**config.mk**
```make
export PLATFORM = sky130hd
export DESIGN_NAME = xoshiro256pp_generator_flat
export DESIGN_NICKNAME = d
export VERILOG_FILES = /design/src/sv/xo256_pkg.sv /design/src/sv/xo256_in_if.sv /design/src/sv/xo256_out_if.sv /design/src/sv/xo256_ctrl.sv /design/src/sv/xo256_dp.sv /design/src/sv/xoshiro256pp_generator.sv /design/src/flat_wrapper.sv
export SDC_FILE = /design/constraint.sdc
export NUM_CORES = 2
export LEC_CHECK = 0
export BUFFER_PORTS_ARGS = -buffer_cell sky130_fd_sc_hd__buf_4
export CAP_MARGIN = 30
export CORE_MARGIN = 4
export CORE_UTILIZATION = 50
export CTS_BUF_LIST = sky130_fd_sc_hd__clkbuf_8 sky130_fd_sc_hd__clkbuf_16
export DETAILED_ROUTE_END_ITERATION = 10
export PLACE_DENSITY = 0.68
export SYNTH_ARGS = -nofsm -noshare
export SYNTH_HDL_FRONTEND = slang
export SYNTH_HIERARCHICAL = 1
export SYNTH_SLANG_ARGS = --single-unit
```
**constraint.sdc**
```tcl
create_clock -name clk -period 12.1 [get_ports clk]
set_clock_uncertainty 0.05 [all_clocks]
set_input_delay 1.21 -clock clk [delete_from_list [all_inputs] [get_ports clk]]
set_output_delay 1.21 -clock clk [all_outputs]
set_load 0.01 [all_outputs]
```
**src/sv/xo256_pkg.sv**
```systemverilog
package xo256_pkg;

  localparam int WORD_W = 64;
  localparam int HALF_W = WORD_W / 2;

  // Item function codes.
  localparam logic FUNC_NEXT = 1'b0;
  localparam logic FUNC_SEED = 1'b1;

  // Seed expansion constants.
  localparam logic [WORD_W-1:0] MIX_GOLDEN = 64'h9E3779B97F4A7C15;
  localparam logic [WORD_W-1:0] MIX_MUL_1  = 64'hBF58476D1CE4E5B9;
  localparam logic [WORD_W-1:0] MIX_MUL_2  = 64'h94D049BB133111EB;
  localparam int MIX_SHIFT_0 = 30;
  localparam int MIX_SHIFT_1 = 27;
  localparam int MIX_SHIFT_2 = 31;

  // Generator constants.
  localparam int OUT_ROT   = 23;
  localparam int STATE_SHL = 17;
  localparam int STATE_ROT = 45;

  localparam int NUM_WORDS = 4;
  localparam int IDX_W     = $clog2(NUM_WORDS);
  localparam logic [IDX_W-1:0] LAST_IDX = IDX_W'(NUM_WORDS - 1);

  // Partial product phases of a 64 by 64 multiply kept modulo 2^64.
  localparam logic [1:0] MUL_PH_LL = 2'd0;
  localparam logic [1:0] MUL_PH_LH = 2'd1;
  localparam logic [1:0] MUL_PH_HL = 2'd2;

  // Selects which multiply constant of the seed mixer is in use.
  localparam logic MIX_K1 = 1'b0;
  localparam logic MIX_K2 = 1'b1;

  typedef enum logic [1:0] {
    ST_IDLE,
    ST_PRE,
    ST_MUL1,
    ST_MUL2
  } state_t;

  typedef struct packed {
    logic             load_seed;
    logic             next;
    logic             pre;
    logic             mul_en;
    logic [1:0]       mul_phase;
    logic             mul_sel;
    logic             wr_en;
    logic [IDX_W-1:0] wr_idx;
  } dp_cmd_t;

  function automatic logic [WORD_W-1:0] rotl(input logic [WORD_W-1:0] v, input int amt);
    logic [WORD_W-1:0] r;
    r = (v << amt) | (v >> (WORD_W - amt));
    return r;
  endfunction

endpackage

```
**src/sv/xo256_in_if.sv**
```systemverilog
interface xo256_in_if import xo256_pkg::*; ();
  logic              valid;
  logic              ready;
  logic              func;
  logic [WORD_W-1:0] seed_value;

  modport source (output valid, output func, output seed_value, input ready);
  modport sink (input valid, input func, input seed_value, output ready);
endinterface

```
**src/sv/xo256_out_if.sv**
```systemverilog
interface xo256_out_if import xo256_pkg::*; ();
  logic              valid;
  logic              ready;
  logic [WORD_W-1:0] random_word;

  modport source (output valid, output random_word, input ready);
  modport sink (input valid, input random_word, output ready);
endinterface

```
**src/sv/xo256_ctrl.sv**
```systemverilog
module xo256_ctrl import xo256_pkg::*; (
  input  logic    clk,
  input  logic    rst_n,
  input  logic    in_valid,
  input  logic    in_func,
  output logic    in_ready,
  input  logic    out_ready,
  output logic    out_valid,
  output dp_cmd_t cmd
);

  state_t           state_r, state_nxt;
  logic [1:0]       phase_r, phase_nxt;
  logic [IDX_W-1:0] idx_r, idx_nxt;
  logic             out_valid_r, out_valid_nxt;
  logic             accept;

  always_ff @(posedge clk) begin
    if (!rst_n) begin
      state_r     <= ST_IDLE;
      phase_r     <= MUL_PH_LL;
      idx_r       <= '0;
      out_valid_r <= 1'b0;
    end else begin
      state_r     <= state_nxt;
      phase_r     <= phase_nxt;
      idx_r       <= idx_nxt;
      out_valid_r <= out_valid_nxt;
    end
  end

  // A new transaction may enter while the output register is empty or being drained.
  assign in_ready  = (state_r == ST_IDLE) && (!out_valid_r || out_ready);
  assign accept    = in_valid && in_ready;
  assign out_valid = out_valid_r;

  always_comb begin
    state_nxt     = state_r;
    phase_nxt     = phase_r;
    idx_nxt       = idx_r;
    cmd           = '0;
    out_valid_nxt = out_valid_r && !out_ready;

    case (state_r)
      ST_IDLE: begin
        if (accept) begin
          if (in_func == FUNC_SEED) begin
            cmd.load_seed = 1'b1;
            idx_nxt       = '0;
            state_nxt     = ST_PRE;
          end else begin
            cmd.next      = 1'b1;
            out_valid_nxt = 1'b1;
          end
        end
      end
      ST_PRE: begin
        cmd.pre   = 1'b1;
        phase_nxt = MUL_PH_LL;
        state_nxt = ST_MUL1;
      end
      ST_MUL1: begin
        cmd.mul_en    = 1'b1;
        cmd.mul_phase = phase_r;
        cmd.mul_sel   = MIX_K1;
        if (phase_r == MUL_PH_HL) begin
          phase_nxt = MUL_PH_LL;
          state_nxt = ST_MUL2;
        end else begin
          phase_nxt = phase_r + 2'd1;
        end
      end
      ST_MUL2: begin
        cmd.mul_en    = 1'b1;
        cmd.mul_phase = phase_r;
        cmd.mul_sel   = MIX_K2;
        if (phase_r == MUL_PH_HL) begin
          cmd.wr_en  = 1'b1;
          cmd.wr_idx = idx_r;
          phase_nxt  = MUL_PH_LL;
          if (idx_r == LAST_IDX) begin
            state_nxt = ST_IDLE;
          end else begin
            idx_nxt   = idx_r + 1'b1;
            state_nxt = ST_PRE;
          end
        end else begin
          phase_nxt = phase_r + 2'd1;
        end
      end
      default: begin
        state_nxt = ST_IDLE;
      end
    endcase
  end

endmodule

```
**src/sv/xo256_dp.sv**
```systemverilog
module xo256_dp import xo256_pkg::*; (
  input  logic              clk,
  input  logic              rst_n,
  input  dp_cmd_t           cmd,
  input  logic [WORD_W-1:0] seed_value,
  output logic [WORD_W-1:0] random_word
);

  logic [WORD_W-1:0] gen_r [NUM_WORDS];
  logic [WORD_W-1:0] ctr_r, z_r, acc_r, out_word_r;

  logic [WORD_W-1:0] ctr_sum;
  logic [WORD_W-1:0] k_word;
  logic [HALF_W-1:0] mul_a, mul_b;
  logic [WORD_W-1:0] prod;
  logic [WORD_W-1:0] mul_sum, mixed;
  logic [WORD_W-1:0] out_word;
  logic [WORD_W-1:0] c1, d1, b1, a1, c2;

  assign ctr_sum = ctr_r + MIX_GOLDEN;
  assign k_word  = (cmd.mul_sel == MIX_K2) ? MIX_MUL_2 : MIX_MUL_1;

  // One 32 by 32 multiplier covers the three partial products that land below bit 64.
  always_comb begin
    mul_a = z_r[HALF_W-1:0];
    mul_b = k_word[HALF_W-1:0];
    case (cmd.mul_phase)
      MUL_PH_LL: begin
        mul_a = z_r[HALF_W-1:0];
        mul_b = k_word[HALF_W-1:0];
      end
      MUL_PH_LH: begin
        mul_a = z_r[HALF_W-1:0];
        mul_b = k_word[WORD_W-1:HALF_W];
      end
      MUL_PH_HL: begin
        mul_a = z_r[WORD_W-1:HALF_W];
        mul_b = k_word[HALF_W-1:0];
      end
      default: begin
        mul_a = z_r[HALF_W-1:0];
        mul_b = k_word[HALF_W-1:0];
      end
    endcase
  end

  assign prod    = WORD_W'(mul_a) * WORD_W'(mul_b);
  assign mul_sum = acc_r + {prod[HALF_W-1:0], {HALF_W{1'b0}}};
  assign mixed   = (cmd.mul_sel == MIX_K2) ? (mul_sum ^ (mul_sum >> MIX_SHIFT_2))
                                           : (mul_sum ^ (mul_sum >> MIX_SHIFT_1));

  // xoshiro256++ output and state update.
  assign out_word = rotl(gen_r[0] + gen_r[3], OUT_ROT) + gen_r[0];
  assign c1 = gen_r[2] ^ gen_r[0];
  assign d1 = gen_r[3] ^ gen_r[1];
  assign b1 = gen_r[1] ^ c1;
  assign a1 = gen_r[0] ^ d1;
  assign c2 = c1 ^ (gen_r[1] << STATE_SHL);

  always_ff @(posedge clk) begin
    if (!rst_n) begin
      for (int i = 0; i < NUM_WORDS; i++) begin
        gen_r[i] <= '0;
      end
    end else if (cmd.next) begin
      gen_r[0] <= a1;
      gen_r[1] <= b1;
      gen_r[2] <= c2;
      gen_r[3] <= rotl(d1, STATE_ROT);
    end else if (cmd.wr_en) begin
      gen_r[cmd.wr_idx] <= mixed;
    end
  end

  always_ff @(posedge clk) begin
    if (cmd.next) begin
      out_word_r <= out_word;
    end
    if (cmd.load_seed) begin
      ctr_r <= seed_value;
    end else if (cmd.pre) begin
      ctr_r <= ctr_sum;
    end
    if (cmd.pre) begin
      z_r <= ctr_sum ^ (ctr_sum >> MIX_SHIFT_0);
    end else if (cmd.mul_en && cmd.mul_phase == MUL_PH_HL) begin
      z_r <= mixed;
    end
    if (cmd.mul_en) begin
      if (cmd.mul_phase == MUL_PH_LL) begin
        acc_r <= prod;
      end else begin
        acc_r <= mul_sum;
      end
    end
  end

  assign random_word = out_word_r;

endmodule

```
**src/sv/xoshiro256pp_generator.sv**
```systemverilog
// Next transaction: result in the output register in the cycle after acceptance,
// one transaction per cycle while the output side keeps taking results.
// Seed transaction: per state word, one add, then two constant multiplies, each
// summing three partial products in a shared 32 by 32 multiplier; no result.
// Reset (synchronous, active low) clears all four state words, so results are zero
// until the first seed transaction.
module xoshiro256pp_generator import xo256_pkg::*; (
  input logic clk,
  input logic rst_n,
  xo256_in_if.sink    in_chan,
  xo256_out_if.source out_chan
);

  dp_cmd_t cmd;

  xo256_ctrl u_ctrl (
    .clk       (clk),
    .rst_n     (rst_n),
    .in_valid  (in_chan.valid),
    .in_func   (in_chan.func),
    .in_ready  (in_chan.ready),
    .out_ready (out_chan.ready),
    .out_valid (out_chan.valid),
    .cmd       (cmd)
  );

  xo256_dp u_dp (
    .clk         (clk),
    .rst_n       (rst_n),
    .cmd         (cmd),
    .seed_value  (in_chan.seed_value),
    .random_word (out_chan.random_word)
  );

`ifndef SYNTHESIS
  // Seeding occupies the block.
  a_seed_blocks: assert property (@(posedge clk) disable iff (!rst_n)
    (in_chan.valid && in_chan.ready && in_chan.func == FUNC_SEED) |=> !in_chan.ready)
    else $error("input accepted right after a seed transaction");

  // A result only appears after a next transaction was taken.
  a_result_source: assert property (@(posedge clk) disable iff (!rst_n)
    $rose(out_chan.valid) |->
      $past(in_chan.valid && in_chan.ready && in_chan.func == FUNC_NEXT))
    else $error("result appeared without a next transaction");

  // A stalled result must block new input.
  a_stall_blocks: assert property (@(posedge clk) disable iff (!rst_n)
    (out_chan.valid && !out_chan.ready) |-> !in_chan.ready)
    else $error("input accepted while a result is stalled");
`endif

endmodule
```
**src/flat_wrapper.sv**
```systemverilog
// flat-port wrapper written by rule: the top's interface ports become plain ports
module xoshiro256pp_generator_flat import xo256_pkg::*;
  (clk, rst_n, in_chan_valid, in_chan_func, in_chan_seed_value, in_chan_ready, out_chan_valid, out_chan_random_word, out_chan_ready);
  xo256_in_if in_chan_i ();
  xo256_out_if out_chan_i ();
  input logic clk;
  input logic rst_n;
  input wire logic [$bits(in_chan_i.valid)-1:0] in_chan_valid;
  input wire logic [$bits(in_chan_i.func)-1:0] in_chan_func;
  input wire logic [$bits(in_chan_i.seed_value)-1:0] in_chan_seed_value;
  output wire logic [$bits(in_chan_i.ready)-1:0] in_chan_ready;
  output wire logic [$bits(out_chan_i.valid)-1:0] out_chan_valid;
  output wire logic [$bits(out_chan_i.random_word)-1:0] out_chan_random_word;
  input wire logic [$bits(out_chan_i.ready)-1:0] out_chan_ready;
  assign in_chan_i.valid = in_chan_valid;
  assign in_chan_i.func = in_chan_func;
  assign in_chan_i.seed_value = in_chan_seed_value;
  assign in_chan_ready = in_chan_i.ready;
  assign out_chan_valid = out_chan_i.valid;
  assign out_chan_random_word = out_chan_i.random_word;
  assign out_chan_i.ready = out_chan_ready;
  xoshiro256pp_generator u_core (.clk(clk), .rst_n(rst_n), .in_chan(in_chan_i), .out_chan(out_chan_i));
endmodule
```
==> metrics.md <==
| Metric | Value |
|---|---|
| Worst-Skew Late Latency | 0.66 ns |
| Mapped Area | 63200 sq um |
| Top Ports | 135 |
| Max Root-Sink Buffers | 3 |
| Worst-path fanout max | 8 |
| Detailed Route Iter0 Violations | 6829 |
| Largest net degree at the start of global routing | 100 |
| WP data arrival | 12.08 ns |
| Synth top area cells | fa_1, edfxtp_1, ha_1 |
| Die height | 363 microns |
| R2R setup slack | 0.33 ns |
| Post-DP Area | 67400 sq um |
| Non-filler cells, final | 8195 |
| Area leader, netlist | fa_1 |
| Filler cells | 11.2k |
| Die Wd | 363 microns |
| Inst Count DP | 8075 |
| Register area | 15500 sq um |
| Min-Delay Path Class | flop to flop |
| # hold bufs at CTS | 0 |
| Measured slew at the worst slew-check pin | 1.19 ns |
| Via count | 50.1k |
| HPWL Detailed | 203000 microns |
| Root Driver | clkbuf_16 |
| Post-synthesis sequential area ratio | 0.246 |
| First-pass GRT wire length | 350000 microns |
| R2R depth | 42 |
| Core footprint | 126000 sq um |
| Final core occ | 0.554 |
| Synthesized area per cell | 10.1 sq um |
| Rows | 130 |
| Global route overflow | 0 |
| CTS sink count | 519 |
| Fin area | 69500 sq um |
| Wire per inst | 29.7 microns |
| Syn_nets | 7656 |
| Setup crit start kind | flop |
| Post-synthesis cell count | 6266 |
| Relative slew slack | 0.196 |
| Yosys reg bits | 519 |
| Final Routed Wirelength | 244000 microns |
| Mean number of vias per cell | 6.11 |
| I/O Buffers | 134 |
| Initial antenna violation count | 17 |
| Layout cells sized above 1 | 0.0932 |
| RSZ-0062 raised after global routing | no |
| Primary FF master, synth | edfxtp_1 |
| Max-cap violation count | 0 |
| CTS Buf Count | 56 |
| Initial core utilization | 0.503 |
| Final Hold Fails | 0 |
| Finish-stage setup viols | 0 |
| Post-synth top area share | 0.261 |
| Top-count cell post-synth | inv_1 |
| Worst-path clk slew | 0.06 ns |
| Hold path cells | 2 |
| Max incr delay on CP | 0.63 ns |
| FFs w/ async S/R, synth | 0 |
| CTS tree | built |
| WS Path Type | flop to flop |
| Most instantiated cells after synthesis | inv_1, fa_1, edfxtp_1 |
| Area grow syn2layout | 10.1% |
| Synth warn | 6 |
| Total GRT Usage | 0.367 |
| Final Max Tran Viols | 0 |
| Setup crit end kind | flop |
| Die ar. | 132000 sq um |
| CTS H-tree depth | 2 |
| F_max | 84.9 MHz |
| Period utilization | 0.973 |
| Crit-path slowest cell | fa_1 |
| Multi-input logic area | 43100 sq um |
| Final #Nets | 7883 |
| Synth cell types | 96 |
| DR pass1 iterations | 6 |
| Crit path required time | 12.41 ns |
| Number of global-route vias before repair | 49.8k |
| Status | completed |
| RePlAce Congestion | 1.04 |
| Final min period | 11.77 ns |
| DRC violations left | 0 |
| Detail Route Antenna Nets | 0 |
| Setup_tns | 0 ns |
| EDFF count, synth | 512 |
==> timing repair <==
item / in CTS / in global routing
setup buffers: 0 / 6
endpoints found under the hold margin: 0 / 0
gates resized for setup: 0 / 8
setup endpoints to repair: 0 / 76
==> layout make-up <==
class                      count  share of cell area
multi-input combinational   4503               0.620
timing repair buffer         390              0.0441
sequential                   519               0.223
clock inverter                41             0.00675
inverter                    1023              0.0554
clock buffer                  58              0.0207
tap                         1650              0.0297
antenna                       11            0.000396
==> layout by cell type (no fill, tap or decap), types with 206 or more instances in the layout <==
cell type,netlist,layout
buf_4,0,376
a21oi_1,292,292
xnor2_1,370,369
o22ai_1,244,244
xor2_1,258,258
nand2_1,427,420
fa_1,825,825
nor2_1,367,362
o21ai_0,206,206
edfxtp_1,512,512
ha_1,496,494
inv_1,1018,1029
==> metal layers <==
layer | track usage | up-vias | part of all wire
met2 | 0.527 | 3154 | 0.41
met1 | 0.524 | 25000 | 0.41
li1 | - | 21400 | -
met5 | 0 | - | 0.00044
met4 | 0.144 | 16 | 0.049
met3 | 0.106 | 508 | 0.13
==> logic make-up after synthesis <==
family,after synthesis,share of synthesized area
and+or+nand+nor,1208,0.0877
buffers and inverters,1244,0.0740
xor gates and xnor gates,638,0.0901
other,1,0.0000594
muxes,134,0.0222
DFF,519,0.246
adders and majority gates,1321,0.360
AOI/OAI and AO/OA,1201,0.121
==> state kept, by name (all words and copies together), names as in the netlist <==
name                     cells
u_core/u_dp/gen_r          256
u_core/u_dp/acc_r           64
u_core/u_dp/ctr_r           64
u_core/u_dp/random_word     64
u_core/u_dp/z_r             64
u_core/u_ctrl/idx_r          2
u_core/u_ctrl/phase_r        2
u_core/u_ctrl/state_r        2
u_core/u_ctrl/out_valid      1
==> stage by stage <==
step	hold WS, ns	setup WS [ns]
floorplan	0.397	0.792
global placement	0.421	0.405
detailed placement	0.428	0.315
CTS	0.437	0.241
global route	0.479	0.0121
finish	0.444	0.327
==> worst max-delay path: cells and delay by family, from the launching register on <==
| family | cells | cell delay, ns |
|---|---|---|
| adder cells (fa/ha/maj) | 11 | 4.58 |
| AO/OA/AOI/OAI | 7 | 1.82 |
| multiplexers | 2 | 0.55 |
| flip-flops | 1 | 0.47 |
| buffers and inverters | 9 | 1.10 |
| XOR/XNOR | 3 | 0.90 |
| AND/OR/NAND/NOR | 10 | 1.96 |
==> final timing paths <==
kind,startpoint,endpoint
hold reg to reg,u_core/u_ctrl/idx_r[1],u_core/u_ctrl/idx_r[1]
setup / recovery,u_core/u_ctrl/state_r[0],u_core/u_dp/gen_r[3][30]
hold / removal,u_core/u_ctrl/idx_r[1],u_core/u_ctrl/idx_r[1]
setup reg to reg,u_core/u_ctrl/state_r[0],u_core/u_dp/gen_r[3][30]
Power is not shown: default switching activity piles up to over one toggle a cycle in this logic, so the estimate is an artifact.
